$ cat config.mk
export PLATFORM = sky130hd
export DESIGN_NAME = stack_with_max_and_average_flat
export DESIGN_NICKNAME = d
export VERILOG_FILES = /design/src/rtl/smaa_pkg.sv /design/src/rtl/smaa_if.sv /design/src/rtl/stack_with_max_and_average.sv /design/src/rtl/smaa_ram.sv /design/src/rtl/smaa_div.sv /design/src/flat_wrapper.sv
export SDC_FILE = /design/constraint.sdc
export NUM_CORES = 2
export LEC_CHECK = 0
export BUFFER_PORTS_ARGS = -buffer_cell sky130_fd_sc_hd__buf_2
export CORE_MARGIN = 5
export CORE_UTILIZATION = 45
export DETAILED_ROUTE_END_ITERATION = 8
export SYNTH_ARGS = -nofsm -noshare
export SYNTH_HDL_FRONTEND = slang
export SYNTH_SLANG_ARGS = --single-unit
$ cat constraint.sdc
create_clock -name clk_i -period 13.59 [get_ports clk_i]
set_input_delay 1.359 -clock clk_i [delete_from_list [all_inputs] [get_ports clk_i]]
set_output_delay 1.359 -clock clk_i [all_outputs]
set_load 0.01 [all_outputs]
$ cat src/rtl/smaa_pkg.sv
`timescale 1ns / 1ps

package smaa_pkg;

  // Default stack depth.
  localparam int DEPTH_DEF = 64;

  // Fixed field widths.
  localparam int VAL_W  = 32;
  localparam int AVG_W  = 40;
  localparam int FRAC_W = 8;

  // Top value reported while the stack is empty.
  localparam logic [VAL_W-1:0] TOP_EMPTY = {VAL_W{1'b1}};

  typedef enum logic {
    KIND_PUSH = 1'b0,
    KIND_POP  = 1'b1
  } kind_e;

  typedef enum logic [1:0] {
    ST_DONE  = 2'd0,
    ST_FULL  = 2'd1,
    ST_EMPTY = 2'd2
  } status_e;

  // Status of the divider as seen by the sequencer.
  typedef struct packed {
    logic busy;
    logic done;
  } div_stat_t;

endpackage

$ cat src/rtl/smaa_if.sv
`timescale 1ns / 1ps

interface smaa_req_if;
  logic                                   valid;
  logic                                   ready;
  logic                                   kind;
  logic signed [smaa_pkg::VAL_W-1:0]      push_value;

  modport source (output valid, kind, push_value, input ready);
  modport sink   (input valid, kind, push_value, output ready);
endinterface

interface smaa_rsp_if #(
  parameter int CNT_W = 7
);
  logic                                   valid;
  logic                                   ready;
  logic signed [smaa_pkg::VAL_W-1:0]      top_value;
  logic                                   is_empty;
  logic [CNT_W-1:0]                       entry_count;
  logic signed [smaa_pkg::VAL_W-1:0]      max_value;
  logic signed [smaa_pkg::AVG_W-1:0]      average_q8;
  logic [1:0]                             status;

  modport source (output valid, top_value, is_empty, entry_count, max_value, average_q8,
                  status, input ready);
  modport sink   (input valid, top_value, is_empty, entry_count, max_value, average_q8,
                  status, output ready);
endinterface

$ cat src/rtl/stack_with_max_and_average.sv
`timescale 1ns / 1ps

// LIFO stack of signed 32-bit values that reports, after every push or pop transaction,
// the top value (-1 when empty), the entry count, the largest stored value (0 when empty)
// and the mean in signed fixed point with 8 fraction bits, truncated toward zero (0 when
// empty). A push onto a full stack is dropped with status 1; a pop on an empty stack is
// ignored with status 2. One transaction is handled at a time: the request channel is
// ready only while the sequencer is idle. For a transaction with a nonempty result, the
// restoring divider forms the mean one quotient bit per cycle; a pop that leaves at least
// one entry first passes through a state that reads the RAM. On an empty result the
// divider is skipped. The value and running-maximum stacks share one RAM with a registered
// read; the current top entry is also held in flops, so only a pop costs a RAM read. A
// finished result sits in an output register and waits there for the consumer, which adds
// the cycles the consumer stalls.
module stack_with_max_and_average #(
  parameter int DEPTH = smaa_pkg::DEPTH_DEF
) (
  input  logic       clk_i,
  input  logic       rst_ni,
  smaa_req_if.sink   req_i,
  smaa_rsp_if.source rsp_o
);
  import smaa_pkg::*;

  localparam int ADDR_W = $clog2(DEPTH);
  localparam int CNT_W  = $clog2(DEPTH + 1);
  localparam int SUM_W  = VAL_W + $clog2(DEPTH);
  localparam int DVD_W  = SUM_W + FRAC_W;

  typedef enum logic [6:0] {
    S_IDLE  = 7'b0000001,
    S_EXEC  = 7'b0000010,
    S_READ  = 7'b0000100,
    S_START = 7'b0001000,
    S_DIV   = 7'b0010000,
    S_DONE  = 7'b0100000,
    S_WAIT  = 7'b1000000
  } state_e;

  state_e            state_q, state_d;
  logic [CNT_W-1:0]  count_q;
  logic [SUM_W-1:0]  sum_q;
  logic [VAL_W-1:0]  top_q, topmax_q;
  kind_e             kind_q;
  logic [VAL_W-1:0]  val_q;
  status_e           status_q;
  logic [AVG_W-1:0]  avg_q;

  logic              out_valid_q;
  logic [VAL_W-1:0]  out_top_q, out_max_q;
  logic              out_empty_q;
  logic [CNT_W-1:0]  out_count_q;
  logic [AVG_W-1:0]  out_avg_q;
  status_e           out_status_q;

  logic              ram_we, ram_re;
  logic [ADDR_W-1:0] ram_waddr, ram_raddr;
  logic [2*VAL_W-1:0] ram_wdata, ram_rdata;
  logic [CNT_W-1:0]  count_m2;

  logic              div_start;
  div_stat_t         div_stat;
  logic [DVD_W-1:0]  div_quot;
  logic [SUM_W-1:0]  sum_abs;
  logic [AVG_W-1:0]  quot_lo;

  logic              is_full;
  logic              new_gt;
  logic [VAL_W-1:0]  new_max;
  logic              out_load;

  assign is_full   = count_q == CNT_W'(DEPTH);
  assign new_gt    = $signed(val_q) > $signed(topmax_q);
  assign new_max   = (count_q == '0 || new_gt) ? val_q : topmax_q;
  assign count_m2  = count_q - CNT_W'(2);

  assign ram_we    = state_q == S_EXEC && kind_q == KIND_PUSH && !is_full;
  assign ram_waddr = count_q[ADDR_W-1:0];
  assign ram_wdata = {new_max, val_q};
  assign ram_re    = state_q == S_EXEC && kind_q == KIND_POP && count_q > CNT_W'(1);
  assign ram_raddr = count_m2[ADDR_W-1:0];

  assign sum_abs   = sum_q[SUM_W-1] ? (~sum_q + SUM_W'(1)) : sum_q;
  assign div_start = state_q == S_START && count_q != '0;
  assign quot_lo   = div_quot[AVG_W-1:0];
  assign out_load  = state_q == S_DONE && (!out_valid_q || rsp_o.ready);

  smaa_ram #(
    .WIDTH (2 * VAL_W),
    .DEPTH (DEPTH)
  ) u_ram (
    .clk_i   (clk_i),
    .we_i    (ram_we),
    .waddr_i (ram_waddr),
    .wdata_i (ram_wdata),
    .re_i    (ram_re),
    .raddr_i (ram_raddr),
    .rdata_o (ram_rdata)
  );

  smaa_div #(
    .DVD_W (DVD_W),
    .DVS_W (CNT_W)
  ) u_div (
    .clk_i      (clk_i),
    .rst_ni     (rst_ni),
    .start_i    (div_start),
    .dividend_i ({sum_abs, {FRAC_W{1'b0}}}),
    .divisor_i  (count_q),
    .stat_o     (div_stat),
    .quot_o     (div_quot)
  );

  always_comb begin
    state_d = state_q;
    case (state_q)
      S_IDLE: begin
        if (req_i.valid) state_d = S_EXEC;
      end
      S_EXEC: begin
        if (ram_re) begin
          state_d = S_READ;
        end else begin
          state_d = S_START;
        end
      end
      S_READ:  state_d = S_START;
      S_START: begin
        if (count_q != '0) begin
          state_d = S_DIV;
        end else begin
          state_d = S_DONE;
        end
      end
      S_DIV: begin
        if (div_stat.done) state_d = S_DONE;
      end
      S_DONE: begin
        if (out_load) state_d = S_IDLE;
      end
      S_WAIT:  state_d = S_IDLE;
      default: state_d = S_IDLE;
    endcase
  end

  assign req_i.ready = state_q == S_IDLE;

  always_ff @(posedge clk_i or negedge rst_ni) begin
    if (!rst_ni) begin
      state_q     <= S_IDLE;
      count_q     <= '0;
      sum_q       <= '0;
      out_valid_q <= 1'b0;
    end else begin
      state_q <= state_d;
      if (state_q == S_EXEC) begin
        if (kind_q == KIND_PUSH && !is_full) begin
          count_q <= count_q + CNT_W'(1);
          sum_q   <= sum_q + {{(SUM_W-VAL_W){val_q[VAL_W-1]}}, val_q};
        end else if (kind_q == KIND_POP && count_q != '0) begin
          count_q <= count_q - CNT_W'(1);
          sum_q   <= sum_q - {{(SUM_W-VAL_W){top_q[VAL_W-1]}}, top_q};
        end
      end
      if (out_load) begin
        out_valid_q <= 1'b1;
      end else if (rsp_o.ready) begin
        out_valid_q <= 1'b0;
      end
    end
  end

  always_ff @(posedge clk_i) begin
    if (req_i.valid && req_i.ready) begin
      kind_q <= kind_e'(req_i.kind);
      val_q  <= req_i.push_value;
    end
    if (state_q == S_EXEC) begin
      if (kind_q == KIND_PUSH && is_full) begin
        status_q <= ST_FULL;
      end else if (kind_q == KIND_POP && count_q == '0) begin
        status_q <= ST_EMPTY;
      end else begin
        status_q <= ST_DONE;
      end
      if (kind_q == KIND_PUSH && !is_full) begin
        top_q    <= val_q;
        topmax_q <= new_max;
      end
    end
    if (state_q == S_READ) begin
      top_q    <= ram_rdata[VAL_W-1:0];
      topmax_q <= ram_rdata[2*VAL_W-1:VAL_W];
    end
    if (state_q == S_START) begin
      avg_q <= '0;
    end
    if (div_stat.done) begin
      avg_q <= sum_q[SUM_W-1] ? (~quot_lo + AVG_W'(1)) : quot_lo;
    end
    if (out_load) begin
      out_top_q    <= (count_q == '0) ? TOP_EMPTY : top_q;
      out_max_q    <= (count_q == '0) ? '0 : topmax_q;
      out_empty_q  <= count_q == '0;
      out_count_q  <= count_q;
      out_avg_q    <= avg_q;
      out_status_q <= status_q;
    end
  end

  assign rsp_o.valid       = out_valid_q;
  assign rsp_o.top_value   = out_top_q;
  assign rsp_o.is_empty    = out_empty_q;
  assign rsp_o.entry_count = out_count_q;
  assign rsp_o.max_value   = out_max_q;
  assign rsp_o.average_q8  = out_avg_q;
  assign rsp_o.status      = out_status_q;

  assert property (@(posedge clk_i) disable iff (!rst_ni) count_q <= CNT_W'(DEPTH))
    else $error("entry count above depth");

  // The mean is only divided out for a nonempty stack.
  assert property (@(posedge clk_i) disable iff (!rst_ni) div_start |-> count_q != '0)
    else $error("divider started on an empty stack");

  assert property (@(posedge clk_i) disable iff (!rst_ni)
                   out_valid_q |-> (out_empty_q == (out_count_q == '0)))
    else $error("empty flag disagrees with entry count");

  // A new transaction is only taken once the previous one has produced its result.
  assert property (@(posedge clk_i) disable iff (!rst_ni)
                   (req_i.valid && req_i.ready) |-> $past(state_q) == S_DONE ||
                   $past(state_q) == S_IDLE || $past(state_q) == S_WAIT)
    else $error("transaction accepted while sequencer busy");

endmodule

$ cat src/rtl/smaa_ram.sv
`timescale 1ns / 1ps

module smaa_ram #(
  parameter int WIDTH = 64,
  parameter int DEPTH = 64
) (
  input  logic                     clk_i,
  input  logic                     we_i,
  input  logic [$clog2(DEPTH)-1:0] waddr_i,
  input  logic [WIDTH-1:0]         wdata_i,
  input  logic                     re_i,
  input  logic [$clog2(DEPTH)-1:0] raddr_i,
  output logic [WIDTH-1:0]         rdata_o
);

  logic [WIDTH-1:0] mem_q [DEPTH];
  logic [WIDTH-1:0] rdata_q;

  always_ff @(posedge clk_i) begin
    if (we_i) begin
      mem_q[waddr_i] <= wdata_i;
    end
    if (re_i) begin
      rdata_q <= mem_q[raddr_i];
    end
  end

  assign rdata_o = rdata_q;

endmodule

$ cat src/rtl/smaa_div.sv
`timescale 1ns / 1ps

// Unsigned restoring divider, one quotient bit per cycle.
module smaa_div #(
  parameter int DVD_W = 46,
  parameter int DVS_W = 7
) (
  input  logic                    clk_i,
  input  logic                    rst_ni,
  input  logic                    start_i,
  input  logic [DVD_W-1:0]        dividend_i,
  input  logic [DVS_W-1:0]        divisor_i,
  output smaa_pkg::div_stat_t     stat_o,
  output logic [DVD_W-1:0]        quot_o
);
  import smaa_pkg::*;

  localparam int STEP_W = $clog2(DVD_W + 1);

  logic [DVD_W-1:0]  dvd_q, dvd_d;
  logic [DVS_W-1:0]  rem_q, rem_d;
  logic [DVS_W-1:0]  dvs_q;
  logic [STEP_W-1:0] step_q;
  logic              busy_q, done_q;
  logic [DVS_W:0]    rem_sh;
  logic [DVS_W:0]    rem_sub;
  logic              ge;

  always_comb begin
    rem_sh  = {rem_q, dvd_q[DVD_W-1]};
    ge      = rem_sh >= {1'b0, dvs_q};
    rem_sub = rem_sh - {1'b0, dvs_q};
    rem_d   = ge ? rem_sub[DVS_W-1:0] : rem_sh[DVS_W-1:0];
    dvd_d   = {dvd_q[DVD_W-2:0], ge};
  end

  always_ff @(posedge clk_i or negedge rst_ni) begin
    if (!rst_ni) begin
      busy_q <= 1'b0;
      done_q <= 1'b0;
      step_q <= '0;
    end else begin
      done_q <= busy_q && !start_i && (step_q == STEP_W'(1));
      if (start_i) begin
        busy_q <= 1'b1;
        step_q <= STEP_W'(DVD_W);
      end else if (busy_q) begin
        step_q <= step_q - STEP_W'(1);
        if (step_q == STEP_W'(1)) begin
          busy_q <= 1'b0;
        end
      end
    end
  end

  always_ff @(posedge clk_i) begin
    if (start_i) begin
      dvd_q <= dividend_i;
      dvs_q <= divisor_i;
      rem_q <= '0;
    end else if (busy_q) begin
      dvd_q <= dvd_d;
      rem_q <= rem_d;
    end
  end

  assign stat_o.busy = busy_q;
  assign stat_o.done = done_q;
  assign quot_o      = dvd_q;

  // The sequencer must not restart the unit while it is iterating.
  assert property (@(posedge clk_i) disable iff (!rst_ni) start_i |-> !busy_q)
    else $error("divider started while busy");

  // A restoring step keeps the partial remainder below the divisor.
  assert property (@(posedge clk_i) disable iff (!rst_ni)
                   (busy_q && !$rose(busy_q)) |-> rem_q < dvs_q)
    else $error("partial remainder not below divisor");

  assert property (@(posedge clk_i) disable iff (!rst_ni) done_q |-> $past(busy_q) && !busy_q)
    else $error("divider done without a preceding run");

endmodule
$ cat src/flat_wrapper.sv
// flat-port wrapper written by rule: the top's interface ports become plain ports
module stack_with_max_and_average_flat import smaa_pkg::*;
#(
  parameter int DEPTH = smaa_pkg::DEPTH_DEF
)
  (clk_i, rst_ni, req_i_valid, req_i_kind, req_i_push_value, req_i_ready, rsp_o_valid, rsp_o_top_value, rsp_o_is_empty, rsp_o_entry_count, rsp_o_max_value, rsp_o_average_q8, rsp_o_status, rsp_o_ready);
  smaa_req_if req_i_i ();
  smaa_rsp_if rsp_o_i ();
  input  logic clk_i;
  input  logic rst_ni;
  input wire logic [$bits(req_i_i.valid)-1:0] req_i_valid;
  input wire logic [$bits(req_i_i.kind)-1:0] req_i_kind;
  input wire logic [$bits(req_i_i.push_value)-1:0] req_i_push_value;
  output wire logic [$bits(req_i_i.ready)-1:0] req_i_ready;
  output wire logic [$bits(rsp_o_i.valid)-1:0] rsp_o_valid;
  output wire logic [$bits(rsp_o_i.top_value)-1:0] rsp_o_top_value;
  output wire logic [$bits(rsp_o_i.is_empty)-1:0] rsp_o_is_empty;
  output wire logic [$bits(rsp_o_i.entry_count)-1:0] rsp_o_entry_count;
  output wire logic [$bits(rsp_o_i.max_value)-1:0] rsp_o_max_value;
  output wire logic [$bits(rsp_o_i.average_q8)-1:0] rsp_o_average_q8;
  output wire logic [$bits(rsp_o_i.status)-1:0] rsp_o_status;
  input wire logic [$bits(rsp_o_i.ready)-1:0] rsp_o_ready;
  assign req_i_i.valid = req_i_valid;
  assign req_i_i.kind = req_i_kind;
  assign req_i_i.push_value = req_i_push_value;
  assign req_i_ready = req_i_i.ready;
  assign rsp_o_valid = rsp_o_i.valid;
  assign rsp_o_top_value = rsp_o_i.top_value;
  assign rsp_o_is_empty = rsp_o_i.is_empty;
  assign rsp_o_entry_count = rsp_o_i.entry_count;
  assign rsp_o_max_value = rsp_o_i.max_value;
  assign rsp_o_average_q8 = rsp_o_i.average_q8;
  assign rsp_o_status = rsp_o_i.status;
  assign rsp_o_i.ready = rsp_o_ready;
  stack_with_max_and_average #(.DEPTH(DEPTH)) u_core (.clk_i(clk_i), .rst_ni(rst_ni), .req_i(req_i_i), .rsp_o(rsp_o_i));
endmodule
==> flow_summary.ini <==
[yosys]
ys_seq_area_frac = 0.7691
ys_seq_elements = 4533
syn_area_um2 = 176400
yosys_warnings = 0
ys.flop_type = edfxtp_1
synth_fp_nets = 7778
synth_edf_count = 4458
syn-instance-count = 7648
synth.avg_cell_area_um2 = 23.07
ys_types = 65
async_flop_share = 0.01324

[final_layout]
post_route_cells_drive_above_1_share = 0.3071
nets = 8283
fin_util = 0.5103
nFillCells = 30270
syn2layout_area_growth_pct = 13.21
stdcell_area_um2 = 199700

[detailed_routing]
drt_first_pass_iters = 5
finalWirelength_um = 501400
drt-initial-drc-count = 11990
drc = 0
vias = 86440
antenna_left = 0
routedWlPerCell_um = 36.40
viasPerCell = 6.276

[run_status]
status = finished, final reports clean

[placed_design]
dpl_cell_area_um2 = 185100
dp_slack_ps = 6833
place.gp.congestion = 0.8427
io_buffers = 152
hpwl_um = 277700

[timing]
setup_viol = 0
fin_crit_ps = 6794
fin_skew_ps = 79.44
relSlewSlack = 0.03844
setup-tns-final_ps = 0
rsz0062_at_grt = no
hold_viol = 0
finalCritPeriodShare = 0.4999
tightestPinTransition_ps = 1442
setup_slack_ps = 6796
maxSlewViolCount = 0
max_freq_mhz = 147.2

[critical_path]
end_kind = register
cp_data_arrival_time_ps = 7570
r2r_slack_ps = 6800
crit_required_ps = 14370
cp_max_fo = 67
crit_path_start_kind = register
path_class = register to register

[floorplan]
die-area_um2 = 404600
rows = 230
die_h_um = 636.1
start_util = 0.4507
core_um2 = 391400
die_x_um = 636.1
ioPinCount = 153

[clocking]
cts_setup_buffers = 0
cts_resized = 0
clk_latency_ps = 1050
cts_hold_buf = 0
clock-sinks = 4533
cts.clk_slew.worst_paths_ps = 60
cts_tree = yes
cts_root_buf = clkbuf_16
htreeDepth = 5
clk_path_buf_depth = 4
cts_buffers = 446

[grt]
antenna_found_initial = 44
grt_use_total = 0.2443
overflow = 0
grt_max_degree = 106
grt_pass1_wl_um = 694600
grt_pass1_vias = 85320

[min_path]
hp-class = register to register

[power_and_ir_drop]
swShare = 0.3093
seqPwrFrac = 0.404
power.switching_w = 0.01344
internal_power_w = 0.03002
p_leak_nw = 62.31
powerDensity_nw_per_um2 = 217.6
vdd_ir_drop_max_mv = 0.2184
finalPower_w = 0.04346
pwr-share-comb = 0.312
p_clk_frac = 0.284

[job]
maxCapViolations = 0
-- cell usage after synthesis (59+ instances only) --
master / n / share of area
a21oi_1: 72 / 0.0020
buf_1: 97 / 0.0021
clkbuf_1: 279 / 0.0059
dfrtp_1: 59 / 0.0084
edfxtp_1: 4458 / 0.76
ha_1: 91 / 0.0065
inv_1: 68 / 0.0014
mux2_2: 97 / 0.0062
mux4_2: 1344 / 0.17
nand2_1: 158 / 0.0034
nand3_1: 59 / 0.0017
nor2_1: 211 / 0.0045
o21ai_0: 149 / 0.0042
xor2_1: 103 / 0.0051
-- worst max-delay path, stage by stage (launching register included) --
cell     delay, ps
dfrtp_4        650
buf_4          860
buf_4          840
buf_4          740
buf_4          730
buf_4          930
mux4_2         440
mux4_2         560
mux4_2         500
-- metal layers --
metal | part of all wire | routed length, um | track usage
met5 | 0.000070 | 35 | 0
met4 | 0.041 | 20630 | 0.08783
met3 | 0.095 | 47760 | 0.04950
met2 | 0.48 | 239500 | 0.3875
met1 | 0.39 | 193500 | 0.3396
-- metrics by stage --
step	std cells	hold slack [ps]
2_1_floorplan	7648	400.3
3_3_place_gp	12930	404.1
3_5_place_dp	12930	404.5
4_1_cts	13750	412.1
5_1_grt	13760	420.1
6_report	13770	413.1
-- power groups by stage --
stage | logic [W] | registers [W] | clock network [W]
floorplan | 0.00890 | 0.0179 | 0
global placement | 0.0134 | 0.0178 | 0
detailed placement | 0.0136 | 0.0179 | 0
CTS | 0.0137 | 0.0176 | 0.0125
global route | 0.0143 | 0.0176 | 0.0131
finish | 0.0136 | 0.0176 | 0.0123
-- placed cells by master (no fill, tap or decap), types with 15 or more instances in the layout --
cell type,instances
a21oi_1,70
a21o_1,32
clkbuf_1,74
edfxtp_1,4458
mux2_2,97
xor2_1,101
nor3_1,27
ha_1,90
mux4_2,1344
nand3_1,58
o31ai_1,29
nor2_1,145
clkbuf_16,453
dfrtp_1,55
nand2b_1,42
bufinv_16,48
clkinv_1,113
diode_2,28
inv_1,68
dfxtp_1,15
clkinvlp_4,17
o21ai_0,148
clkinv_2,91
nand2_1,157
buf_4,273
nand4_1,18
nor2_4,66
xnor2_1,43
buf_2,152
-- kinds of logic (layout without fill, tap and decap cells) --
family	count (synthesis)	count (layout)	synth area share
flip-flops	4533	4533	0.7691
multiplexers	1455	1455	0.1786
AND/OR/NAND/NOR	609	609	0.01620
buffers and inverters	448	1326	0.009533
AO/OA/AOI/OAI	363	363	0.01260
XOR/XNOR	147	147	0.007299
adder cells (fa/ha/maj)	93	93	0.006682
other	0	28	0
-- state kept, by name, summed over array words and instances (netlist names), 38 cells and up --
signal and flops:
u_core.avg_q 40, u_core.rsp_o.average_q8 40, u_core.u_ram.mem_q 4096, u_core.u_div.quot_o 46
u_core.sum_q 38, u_core.u_ram.rdata_o 64
-- worst paths after layout --
check | depth (start not counted) | end | start
min | 0 | u_core.rsp_o.average_q8[20] | u_core.avg_q[20]
max reg2reg | 8 | u_core.u_ram.rdata_o[35] | u_core.count_q[1]
max in group asynchronous | 2 | u_core.count_q[1] | rst_ni
min in group asynchronous | 2 | u_core.u_div.busy_q | rst_ni
max | 8 | u_core.u_ram.rdata_o[35] | u_core.count_q[1]
min reg2reg | 0 | u_core.rsp_o.average_q8[20] | u_core.avg_q[20]
-- cell type report --
cell class / instances / area (um2) / area share
diodes: 28 / 70.07 / 0.0003508
inverters: 72 / 270.3 / 0.001353
clock inverters: 291 / 2878 / 0.01441
flip-flops and latches: 4533 / 135700 / 0.6794
multi-input cells: 2667 / 39650 / 0.1986
well taps: 5220 / 6531 / 0.03270
clock buffers: 530 / 11650 / 0.05836
repair buffers: 433 / 2970 / 0.01487
(Power assumes the default switching activity.)
